## src/hw/rtl/lru_pkg.sv

```systemverilog
package lru_pkg;

  // width of the frame count register
  localparam int CFG_W = 4;
  // frame count after reset
  localparam logic [CFG_W-1:0] CFG_RESET = 4'd8;
  // width of the frame index result field
  localparam int FRAME_IDX_W = 3;
  // width of the fault counter
  localparam int FAULT_W = 32;

  // back end status seen by the top level
  typedef struct packed {
    logic               busy;
    logic [FAULT_W-1:0] fault_cnt;
  } lru_stat_t;

endpackage

```

## src/hw/rtl/lru_req_if.sv

```systemverilog
interface lru_req_if #(
  parameter int PAGE_BITS = 16
) ();
  logic                 valid;
  logic                 ready;
  logic [PAGE_BITS-1:0] page;

  modport source (output valid, output page, input ready);
  modport sink (input valid, input page, output ready);
endinterface

```

## src/hw/rtl/lru_rsp_if.sv

```systemverilog
interface lru_rsp_if #(
  parameter int PAGE_BITS = 16
) ();
  logic                              valid;
  logic                              ready;
  logic                              hit;
  logic [lru_pkg::FRAME_IDX_W-1:0]   frame_index;
  logic                              evicted_valid;
  logic [PAGE_BITS-1:0]              evicted_page;
  logic [lru_pkg::FAULT_W-1:0]       fault_count;

  modport source (
    output valid, output hit, output frame_index, output evicted_valid,
    output evicted_page, output fault_count, input ready
  );
  modport sink (
    input valid, input hit, input frame_index, input evicted_valid,
    input evicted_page, input fault_count, output ready
  );
endinterface

```

## src/hw/rtl/lru_page_replacement.sv

```systemverilog
// channel   dir  handshake              payload
// req_i     in   valid/ready            page
// rsp_o     out  valid/ready            hit, frame_index, evicted_valid,
//                                       evicted_page, fault_count
// cfg       in   cfg_we_i (no ready)    cfg_wdata_i = frame count
//
// a reference passes through these steps in the back end, n being the active frame count:
//   pick the beat from the queue, scan the n active frames one by one through the
//   single read port of the page ram, then update ranks and load the result
// reset clears frame valid bits, ranks, fill count and fault counter at once
// a two-beat queue lets requests land while the back end is scanning
// a result waiting in the output register stalls only the rank update
module lru_page_replacement #(
  parameter int FRAMES    = 8,
  parameter int PAGE_BITS = 16
) (
  input  logic                      clk_i,
  input  logic                      rst_ni,
  lru_req_if.sink                   req_i,
  lru_rsp_if.source                 rsp_o,
  input  logic                      cfg_we_i,
  input  logic [lru_pkg::CFG_W-1:0] cfg_wdata_i
);
  import lru_pkg::*;

  // frame count register, clamped later in the back end
  logic [CFG_W-1:0]     frame_count_q;

  // queue head between front and back
  logic                 q_valid;
  logic [PAGE_BITS-1:0] q_page;
  logic                 q_pop;

  lru_stat_t            stat;

  always_ff @(posedge clk_i or negedge rst_ni) begin
    if (!rst_ni) begin
      frame_count_q <= CFG_RESET;
    end else if (cfg_we_i) begin
      frame_count_q <= cfg_wdata_i;
    end
  end

  // front: takes request beats into a short queue
  lru_front #(
    .PAGE_BITS(PAGE_BITS)
  ) u_front (
    .clk_i    (clk_i),
    .rst_ni   (rst_ni),
    .req_i    (req_i),
    .q_valid_o(q_valid),
    .q_page_o (q_page),
    .q_pop_i  (q_pop)
  );

  // back: frame scan, lru choice, rank update and result register
  lru_back #(
    .FRAMES   (FRAMES),
    .PAGE_BITS(PAGE_BITS)
  ) u_back (
    .clk_i       (clk_i),
    .rst_ni      (rst_ni),
    .cfg_frames_i(frame_count_q),
    .q_valid_i   (q_valid),
    .q_page_i    (q_page),
    .q_pop_o     (q_pop),
    .rsp_o       (rsp_o),
    .stat_o      (stat)
  );

`ifndef ASSERT_OFF
  // a hit never evicts anything
  a_hit_no_evict: assert property (@(posedge clk_i) disable iff (!rst_ni)
    rsp_o.valid |-> !(rsp_o.hit && rsp_o.evicted_valid))
    else $error("hit reported together with an eviction");

  // a fault beat always carries a non-zero fault count
  a_fault_counted: assert property (@(posedge clk_i) disable iff (!rst_ni)
    (rsp_o.valid && !rsp_o.hit) |-> (rsp_o.fault_count != '0))
    else $error("fault reported with zero fault count");

  // the fault counter never goes backwards
  a_fault_mono: assert property (@(posedge clk_i) disable iff (!rst_ni)
    1'b1 |=> (stat.fault_cnt >= $past(stat.fault_cnt)))
    else $error("fault counter decreased");

  // finishing a reference always leaves a result in the output register
  a_done_result: assert property (@(posedge clk_i) disable iff (!rst_ni)
    $fell(stat.busy) |-> rsp_o.valid)
    else $error("reference finished without a result");
`endif

endmodule

```

## src/hw/rtl/lru_ram.sv

```systemverilog
module lru_ram #(
  parameter int WIDTH  = 16,
  parameter int DEPTH  = 8,
  parameter int ADDR_W = (DEPTH > 1) ? $clog2(DEPTH) : 1
) (
  input  logic              clk_i,
  input  logic              we_i,
  input  logic [ADDR_W-1:0] waddr_i,
  input  logic [WIDTH-1:0]  wdata_i,
  input  logic [ADDR_W-1:0] raddr_i,
  output logic [WIDTH-1:0]  rdata_o
);

  logic [WIDTH-1:0] mem_q [DEPTH];
  logic [WIDTH-1:0] rdata_q;

  always_ff @(posedge clk_i) begin
    if (we_i) begin
      mem_q[waddr_i] <= wdata_i;
    end
    rdata_q <= mem_q[raddr_i];
  end

  assign rdata_o = rdata_q;

endmodule

```

## src/hw/rtl/lru_front.sv

```systemverilog
module lru_front #(
  parameter int PAGE_BITS = 16
) (
  input  logic                 clk_i,
  input  logic                 rst_ni,
  lru_req_if.sink              req_i,
  output logic                 q_valid_o,
  output logic [PAGE_BITS-1:0] q_page_o,
  input  logic                 q_pop_i
);

  localparam int Q_DEPTH = 2;
  localparam int Q_CNT_W = 2;

  logic [PAGE_BITS-1:0] page_q [Q_DEPTH];
  logic                 wr_ptr_q, wr_ptr_d;
  logic                 rd_ptr_q, rd_ptr_d;
  logic [Q_CNT_W-1:0]   cnt_q, cnt_d;
  logic                 push, pop;

  assign req_i.ready = (cnt_q != Q_CNT_W'(Q_DEPTH));
  assign push        = req_i.valid && req_i.ready;
  assign pop         = q_pop_i && (cnt_q != '0);

  always_comb begin
    wr_ptr_d = push ? wr_ptr_q + 1'b1 : wr_ptr_q;
    rd_ptr_d = pop ? rd_ptr_q + 1'b1 : rd_ptr_q;
    cnt_d    = cnt_q;
    if (push && !pop) begin
      cnt_d = cnt_q + 1'b1;
    end else if (pop && !push) begin
      cnt_d = cnt_q - 1'b1;
    end
  end

  always_ff @(posedge clk_i or negedge rst_ni) begin
    if (!rst_ni) begin
      wr_ptr_q <= 1'b0;
      rd_ptr_q <= 1'b0;
      cnt_q    <= '0;
    end else begin
      wr_ptr_q <= wr_ptr_d;
      rd_ptr_q <= rd_ptr_d;
      cnt_q    <= cnt_d;
    end
  end

  always_ff @(posedge clk_i) begin
    if (push) begin
      page_q[wr_ptr_q] <= req_i.page;
    end
  end

  assign q_valid_o = (cnt_q != '0);
  assign q_page_o  = page_q[rd_ptr_q];

endmodule

```

## src/hw/rtl/lru_back.sv

```systemverilog
module lru_back #(
  parameter int FRAMES    = 8,
  parameter int PAGE_BITS = 16
) (
  input  logic                      clk_i,
  input  logic                      rst_ni,
  input  logic [lru_pkg::CFG_W-1:0] cfg_frames_i,
  input  logic                      q_valid_i,
  input  logic [PAGE_BITS-1:0]      q_page_i,
  output logic                      q_pop_o,
  lru_rsp_if.source                 rsp_o,
  output lru_pkg::lru_stat_t        stat_o
);
  import lru_pkg::*;

  localparam int IDX_W = (FRAMES > 1) ? $clog2(FRAMES) : 1;
  localparam int CNT_W = $clog2(FRAMES + 1);

  localparam logic [1:0] ST_IDLE = 2'd0;
  localparam logic [1:0] ST_SCAN = 2'd1;
  localparam logic [1:0] ST_UPD  = 2'd2;

  logic [1:0]           state_q, state_d;
  logic [PAGE_BITS-1:0] page_q, page_d;
  logic [CNT_W-1:0]     rd_cnt_q, rd_cnt_d;
  logic                 chk_vld_q, chk_vld_d;
  logic                 chk_last_q, chk_last_d;
  logic [IDX_W-1:0]     chk_idx_q, chk_idx_d;
  logic                 hit_q, hit_d;
  logic [IDX_W-1:0]     hit_idx_q, hit_idx_d;
  logic                 best_fnd_q, best_fnd_d;
  logic [IDX_W-1:0]     best_idx_q, best_idx_d;
  logic [IDX_W-1:0]     best_rank_q, best_rank_d;
  logic [PAGE_BITS-1:0] best_page_q, best_page_d;
  logic [FRAMES-1:0]    valid_q, valid_d;
  logic [IDX_W-1:0]     rank_q [FRAMES];
  logic [IDX_W-1:0]     rank_d [FRAMES];
  logic [CNT_W-1:0]     filled_q, filled_d;
  logic [FAULT_W-1:0]   faults_q, faults_d;

  logic                   out_vld_q, out_vld_d;
  logic                   out_hit_q, out_hit_d;
  logic [FRAME_IDX_W-1:0] out_frame_q, out_frame_d;
  logic                   out_ev_q, out_ev_d;
  logic [PAGE_BITS-1:0]   out_ev_page_q, out_ev_page_d;
  logic [FAULT_W-1:0]     out_faults_q, out_faults_d;

  logic [CNT_W-1:0]     n_act;
  logic                 we;
  logic [IDX_W-1:0]     tgt;
  logic                 fill;
  logic                 can_out;
  logic [IDX_W-1:0]     chk_rank;
  logic [IDX_W-1:0]     tgt_rank;
  logic [PAGE_BITS-1:0] rdata;

  // active frame count, clamped to 1..FRAMES
  always_comb begin
    if (cfg_frames_i == '0) begin
      n_act = CNT_W'(1);
    end else if (32'(cfg_frames_i) > FRAMES) begin
      n_act = CNT_W'(FRAMES);
    end else begin
      n_act = CNT_W'(cfg_frames_i);
    end
  end

  lru_ram #(
    .WIDTH (PAGE_BITS),
    .DEPTH (FRAMES),
    .ADDR_W(IDX_W)
  ) u_page_ram (
    .clk_i  (clk_i),
    .we_i   (we),
    .waddr_i(tgt),
    .wdata_i(page_q),
    .raddr_i(rd_cnt_q[IDX_W-1:0]),
    .rdata_o(rdata)
  );

  assign can_out  = !out_vld_q || rsp_o.ready;
  assign fill     = !hit_q && (filled_q < n_act);
  assign tgt      = hit_q ? hit_idx_q : (fill ? filled_q[IDX_W-1:0] : best_idx_q);
  assign chk_rank = rank_q[chk_idx_q];
  assign tgt_rank = rank_q[tgt];
  assign we       = (state_q == ST_UPD) && can_out && !hit_q;

  always_comb begin
    state_d       = state_q;
    page_d        = page_q;
    rd_cnt_d      = rd_cnt_q;
    chk_vld_d     = 1'b0;
    chk_last_d    = 1'b0;
    chk_idx_d     = chk_idx_q;
    hit_d         = hit_q;
    hit_idx_d     = hit_idx_q;
    best_fnd_d    = best_fnd_q;
    best_idx_d    = best_idx_q;
    best_rank_d   = best_rank_q;
    best_page_d   = best_page_q;
    valid_d       = valid_q;
    rank_d        = rank_q;
    filled_d      = filled_q;
    faults_d      = faults_q;
    q_pop_o       = 1'b0;
    out_vld_d     = out_vld_q && !rsp_o.ready;
    out_hit_d     = out_hit_q;
    out_frame_d   = out_frame_q;
    out_ev_d      = out_ev_q;
    out_ev_page_d = out_ev_page_q;
    out_faults_d  = out_faults_q;

    case (state_q)
      ST_IDLE: begin
        if (q_valid_i) begin
          q_pop_o    = 1'b1;
          page_d     = q_page_i;
          rd_cnt_d   = '0;
          hit_d      = 1'b0;
          best_fnd_d = 1'b0;
          state_d    = ST_SCAN;
        end
      end
      ST_SCAN: begin
        // issue one ram read per cycle
        if (rd_cnt_q < n_act) begin
          chk_vld_d  = 1'b1;
          chk_idx_d  = rd_cnt_q[IDX_W-1:0];
          chk_last_d = (rd_cnt_q == n_act - 1'b1);
          rd_cnt_d   = rd_cnt_q + 1'b1;
        end
        // compare the frame read in the previous cycle
        if (chk_vld_q) begin
          if (valid_q[chk_idx_q] && !hit_q && (rdata == page_q)) begin
            hit_d     = 1'b1;
            hit_idx_d = chk_idx_q;
          end
          if (valid_q[chk_idx_q] && (!best_fnd_q || (chk_rank > best_rank_q))) begin
            best_fnd_d  = 1'b1;
            best_idx_d  = chk_idx_q;
            best_rank_d = chk_rank;
            best_page_d = rdata;
          end
          if (chk_last_q) begin
            state_d = ST_UPD;
          end
        end
      end
      ST_UPD: begin
        if (can_out) begin
          for (int i = 0; i < FRAMES; i++) begin
            if (fill) begin
              if (valid_q[i]) begin
                rank_d[i] = rank_q[i] + 1'b1;
              end
            end else if ((IDX_W'(i) != tgt) && valid_q[i] && (rank_q[i] < tgt_rank)) begin
              rank_d[i] = rank_q[i] + 1'b1;
            end
          end
          rank_d[tgt]  = '0;
          valid_d[tgt] = 1'b1;
          if (fill) begin
            filled_d = filled_q + 1'b1;
          end
          if (!hit_q && (faults_q != '1)) begin
            faults_d = faults_q + 1'b1;
          end
          out_vld_d     = 1'b1;
          out_hit_d     = hit_q;
          out_frame_d   = FRAME_IDX_W'(tgt);
          out_ev_d      = !hit_q && !fill;
          out_ev_page_d = (!hit_q && !fill) ? best_page_q : '0;
          out_faults_d  = faults_d;
          state_d       = ST_IDLE;
        end
      end
      default: begin
        state_d = ST_IDLE;
      end
    endcase
  end

  always_ff @(posedge clk_i or negedge rst_ni) begin
    if (!rst_ni) begin
      state_q   <= ST_IDLE;
      chk_vld_q <= 1'b0;
      valid_q   <= '0;
      for (int i = 0; i < FRAMES; i++) begin
        rank_q[i] <= '0;
      end
      filled_q  <= '0;
      faults_q  <= '0;
      out_vld_q <= 1'b0;
    end else begin
      state_q   <= state_d;
      chk_vld_q <= chk_vld_d;
      valid_q   <= valid_d;
      rank_q    <= rank_d;
      filled_q  <= filled_d;
      faults_q  <= faults_d;
      out_vld_q <= out_vld_d;
    end
  end

  always_ff @(posedge clk_i) begin
    page_q        <= page_d;
    rd_cnt_q      <= rd_cnt_d;
    chk_last_q    <= chk_last_d;
    chk_idx_q     <= chk_idx_d;
    hit_q         <= hit_d;
    hit_idx_q     <= hit_idx_d;
    best_fnd_q    <= best_fnd_d;
    best_idx_q    <= best_idx_d;
    best_rank_q   <= best_rank_d;
    best_page_q   <= best_page_d;
    out_hit_q     <= out_hit_d;
    out_frame_q   <= out_frame_d;
    out_ev_q      <= out_ev_d;
    out_ev_page_q <= out_ev_page_d;
    out_faults_q  <= out_faults_d;
  end

  assign rsp_o.valid         = out_vld_q;
  assign rsp_o.hit           = out_hit_q;
  assign rsp_o.frame_index   = out_frame_q;
  assign rsp_o.evicted_valid = out_ev_q;
  assign rsp_o.evicted_page  = out_ev_page_q;
  assign rsp_o.fault_count   = out_faults_q;

  assign stat_o.busy      = (state_q != ST_IDLE);
  assign stat_o.fault_cnt = faults_q;

endmodule
```

## src/flat_wrapper.sv

```systemverilog
// flat-port wrapper written by rule: the top's interface ports become plain ports
module lru_page_replacement_flat import lru_pkg::*;
#(
  parameter int FRAMES    = 8,
  parameter int PAGE_BITS = 16
)
  (clk_i, rst_ni, cfg_we_i, cfg_wdata_i, req_i_valid, req_i_page, req_i_ready, rsp_o_valid, rsp_o_hit, rsp_o_frame_index, rsp_o_evicted_valid, rsp_o_evicted_page, rsp_o_fault_count, rsp_o_ready);
  lru_req_if #(.PAGE_BITS(PAGE_BITS)) req_i_i ();
  lru_rsp_if #(.PAGE_BITS(PAGE_BITS)) rsp_o_i ();
  input  logic clk_i;
  input  logic rst_ni;
  input  logic cfg_we_i;
  input  logic [lru_pkg::CFG_W-1:0] cfg_wdata_i;
  input wire logic [$bits(req_i_i.valid)-1:0] req_i_valid;
  input wire logic [$bits(req_i_i.page)-1:0] req_i_page;
  output wire logic [$bits(req_i_i.ready)-1:0] req_i_ready;
  output wire logic [$bits(rsp_o_i.valid)-1:0] rsp_o_valid;
  output wire logic [$bits(rsp_o_i.hit)-1:0] rsp_o_hit;
  output wire logic [$bits(rsp_o_i.frame_index)-1:0] rsp_o_frame_index;
  output wire logic [$bits(rsp_o_i.evicted_valid)-1:0] rsp_o_evicted_valid;
  output wire logic [$bits(rsp_o_i.evicted_page)-1:0] rsp_o_evicted_page;
  output wire logic [$bits(rsp_o_i.fault_count)-1:0] rsp_o_fault_count;
  input wire logic [$bits(rsp_o_i.ready)-1:0] rsp_o_ready;
  assign req_i_i.valid = req_i_valid;
  assign req_i_i.page = req_i_page;
  assign req_i_ready = req_i_i.ready;
  assign rsp_o_valid = rsp_o_i.valid;
  assign rsp_o_hit = rsp_o_i.hit;
  assign rsp_o_frame_index = rsp_o_i.frame_index;
  assign rsp_o_evicted_valid = rsp_o_i.evicted_valid;
  assign rsp_o_evicted_page = rsp_o_i.evicted_page;
  assign rsp_o_fault_count = rsp_o_i.fault_count;
  assign rsp_o_i.ready = rsp_o_ready;
  lru_page_replacement #(.FRAMES(FRAMES), .PAGE_BITS(PAGE_BITS)) u_core (.clk_i(clk_i), .rst_ni(rst_ni), .req_i(req_i_i), .rsp_o(rsp_o_i), .cfg_we_i(cfg_we_i), .cfg_wdata_i(cfg_wdata_i));
endmodule
```

## config.mk

```make
export PLATFORM = sky130hd
export DESIGN_NAME = lru_page_replacement_flat
export DESIGN_NICKNAME = d
export VERILOG_FILES = /design/src/hw/rtl/lru_pkg.sv /design/src/hw/rtl/lru_req_if.sv /design/src/hw/rtl/lru_rsp_if.sv /design/src/hw/rtl/lru_page_replacement.sv /design/src/hw/rtl/lru_ram.sv /design/src/hw/rtl/lru_front.sv /design/src/hw/rtl/lru_back.sv /design/src/flat_wrapper.sv
export SDC_FILE = /design/constraint.sdc
export NUM_CORES = 1
export LEC_CHECK = 0
export BUFFER_PORTS_ARGS = -buffer_cell sky130_fd_sc_hd__buf_2
export CAP_MARGIN = 5
export CELL_PAD_IN_SITES_DETAIL_PLACEMENT = 0
export CELL_PAD_IN_SITES_GLOBAL_PLACEMENT = 1
export CORE_UTILIZATION = 55
export DETAILED_ROUTE_END_ITERATION = 10
export PLACE_DENSITY = 0.94
export SKIP_CTS_REPAIR_TIMING = 1
export SLEW_MARGIN = 10
export SYNTH_ARGS = -nofsm -noshare
export SYNTH_HDL_FRONTEND = slang
export SYNTH_SLANG_ARGS = --single-unit
```

## constraint.sdc

```tcl
create_clock -name clk_i -period 12.5 [get_ports clk_i]
set_input_delay 2.5 -clock clk_i [delete_from_list [all_inputs] [get_ports clk_i]]
set_output_delay 2.5 -clock clk_i [all_outputs]
set_load 0.05 [all_outputs]
```

==> impl_metrics.json <==
{
  "wirelength_um": 31630,
  "cts.sinks": 360,
  "slew_violations": 0,
  "synth-edff-count": 263,
  "wire_per_inst_um": 19.61,
  "stdcell_count": 1613,
  "fp.coreArea_um2": 28160,
  "start_kind": "flip-flop",
  "initial_core_util_pct": 56.59,
  "fp.dieH_um": 172.2,
  "drtIter0Drc": 910,
  "powerDensity_nw_per_um2": 179.8,
  "setup_viol": 0,
  "drtAntennaViolNets": 0,
  "io_pins": 80,
  "vias": 9583,
  "synth.distinct_cells": 67,
  "fin_skew_ns": 0.01889,
  "multi_input_comb_area_um2": 5459,
  "tightestPinTransition_ns": 1.127,
  "maxCapViolCount": 0,
  "yosys_warnings": 0,
  "end_kind": "flip-flop",
  "routabilityCongestion": 0.8543,
  "hold_ws_ns": 0.4536,
  "status": "completed",
  "min_period_ns": 4.864,
  "yosys.cell_count.top_type": "edfxtp_1",
  "clk_pin_slew_ns": 0.06,
  "ys_async_sr_fraction_pct": 22.22,
  "synth_area_um2": 15940,
  "cts_max_level": 2,
  "clk_path_buf_depth": 3,
  "drcViolationCount": 0,
  "grt.overflow.total": 0,
  "cp.arrival_ns": 5.27,
  "synth_ff_type": "edfxtp_1",
  "synth_top_area_share_pct": 49.56,
  "netlist_instances": 1126,
  "syn_to_final_growth_pct": 13.21,
  "hold_path_class": "reg2reg",
  "final-seq-area_um2": 10240,
  "num_antenna_cells": 0,
  "dieArea_um2": 29660,
  "power_leakage_uw": 0.006621,
  "antenna_found_initial": 0,
  "layout.nets": 1262,
  "routed_via_density": 5.941,
  "cts_inserted_buffers": 37,
  "critPathMaxFanout": 16,
  "fin_ws_ns": 7.636,
  "worstPathRequired_ns": 12.91,
  "synth_seq_area_share_pct": 64.26,
  "port_buffers": 79,
  "postPlaceCellArea_um2": 16800,
  "rsz0062_at_grt": "no",
  "synth_nets": 1182,
  "die_width_um": 172.2,
  "syn_avg_cell_area_um2": 14.15,
  "dpl.cell_count": 1545,
  "slew_headroom_pct": 24.87,
  "grt_pass1_vias": 9414,
  "dpl.hpwl_um": 19550,
  "layout-drive-gt1-share_pct": 21.30,
  "grt_pass1_wl_um": 50100,
  "first_pass_iters": 7,
  "row_count": 61,
  "ir_drop_mv": 0.1524,
  "synthTopCellsByCount": "edfxtp_1, nand2_1, dfrtp_1, xnor2_1, nor2_1",
  "hold_violations": 0,
  "fillers": 1969,
  "globalRouteTotalUtil_pct": 22.21,
  "tritoncts": "built",
  "yosys.area.top_type": "edfxtp_1",
  "ys_seq_elements": 360,
  "place_ws_ns": 7.336,
  "clkLatencyLatePin_ns": 0.53,
  "cts-root-buf": "clkbuf_16",
  "grt_max_degree": 71,
  "fin_tns_setup_ns": 0,
  "min_period_over_period_pct": 38.92,
  "fin_area_um2": 18040,
  "fmax_mhz": 205.6,
  "synth.top_cells.by_area": "edfxtp_1, dfrtp_1, mux4_2",
  "critPathKind": "reg2reg"
}
area by class of cell:
cell class	count	share of cell area, %
flip-flops and latches	360	56.77
inverters	28	0.5964
well taps	378	2.622
clock buffers	50	5.798
multi-input cells	684	30.26
clock inverters	18	1.089
repair buffers	95	2.871
worst max-delay path: stages, from the launching register on:
cell and delay, ns:
dfstp_2 0.54, inv_1 0.10, nand2_1 0.15, ha_1 0.25
o211ai_1 0.27, a21o_1 0.32, a31oi_4 0.16, nand2_1 0.41
inv_2 0.26, nand2_1 0.12, and3_1 0.15, a311oi_1 0.05
a31oi_1 0.77, ha_1 0.38, o21ai_0 0.09, o211a_2 0.27
a31oi_1 0.11, a311o_1 0.35
cell usage in the layout, fill, tap and decap left out, types with 36 or more instances in the layout:
master,count
edfxtp_1,263
nand2_1,83
dfrtp_1,79
buf_2,78
xnor2_1,66
nor2_1,46
o21ai_0,42
mux4_2,40
mux2_2,40
clkbuf_16,38
nor3_1,36
report_power, final:
group	leakage, uW	internal [uW]	switching [uW]
logic	0.00249	278	275
registers	0.00352	1440	135
clock network	0.000614	658	454
final timing paths:
path                                                                   start                                      end  slack [ns]  cells after the start
worst min register to register  u_core.u_back.u_page_ram.rdata_o[11]$_DFF_P_  u_core.u_back.best_page_q[11]$_DFFE_PP_        0.45                      0
max in group asynchronous                                             rst_ni   u_core.u_back.faults_q[22]$_DFFE_PN0P_        9.53                      2
worst min-delay path            u_core.u_back.u_page_ram.rdata_o[11]$_DFF_P_  u_core.u_back.best_page_q[11]$_DFFE_PP_        0.45                      0
worst max register to register           u_core.frame_count_q[3]$_DFFE_PN1P_     u_core.u_back.rank_q[20]$_DFFE_PN0P_        7.64                     17
worst max-delay path                     u_core.frame_count_q[3]$_DFFE_PN1P_     u_core.u_back.rank_q[20]$_DFFE_PN0P_        7.64                     17
min in group asynchronous                                             rst_ni     u_core.u_back.valid_q[2]$_DFFE_PN0P_        1.93                      1
per-stage QoR:
stage / total power, uW / util, %
after floorplan: 1993 / -
after global placement: 2120 / 59.65
after detailed placement: 2145 / 59.65
after CTS: 3267 / 64.06
after global routing: 3368 / 64.06
final: 3244 / 64.06
cells by family (layout without fill, tap and decap cells):
logic type / count (synthesis) / count (layout) / synth area share, %
DFF: 360 / 360 / 64.26
muxes: 89 / 89 / 9.170
adders and majority gates: 31 / 31 / 2.434
AOI/OAI and AO/OA: 176 / 176 / 7.741
and+or+nand+nor: 289 / 289 / 8.895
xor gates and xnor gates: 99 / 99 / 5.441
buffers and inverters: 82 / 191 / 2.057
layer usage:
layer | wire, um | GRT usage (%)
met4 | 1183 | 9.811
met5 | 0 | 1.043
met3 | 1993 | 3.685
met2 | 15560 | 37.08
met1 | 12890 | 28.61
flip-flops by register name, indices dropped and copies added (netlist names), 4 cells and up:
register,flops
u_core.u_back.valid_q,8
u_core.u_back.u_page_ram.rdata_o,16
u_core.u_back.u_page_ram.mem_q,128
u_core.u_back.rsp_o.fault_count,32
u_core.u_front.page_q,32
u_core.u_back.rank_q,24
u_core.u_back.faults_q,32
u_core.u_back.rsp_o.evicted_page,16
u_core.u_back.filled_q,4
u_core.frame_count_q,4
u_core.u_back.page_q,16
u_core.u_back.rd_cnt_q,4
u_core.u_back.best_page_q,16
(Power assumes the default switching activity.)
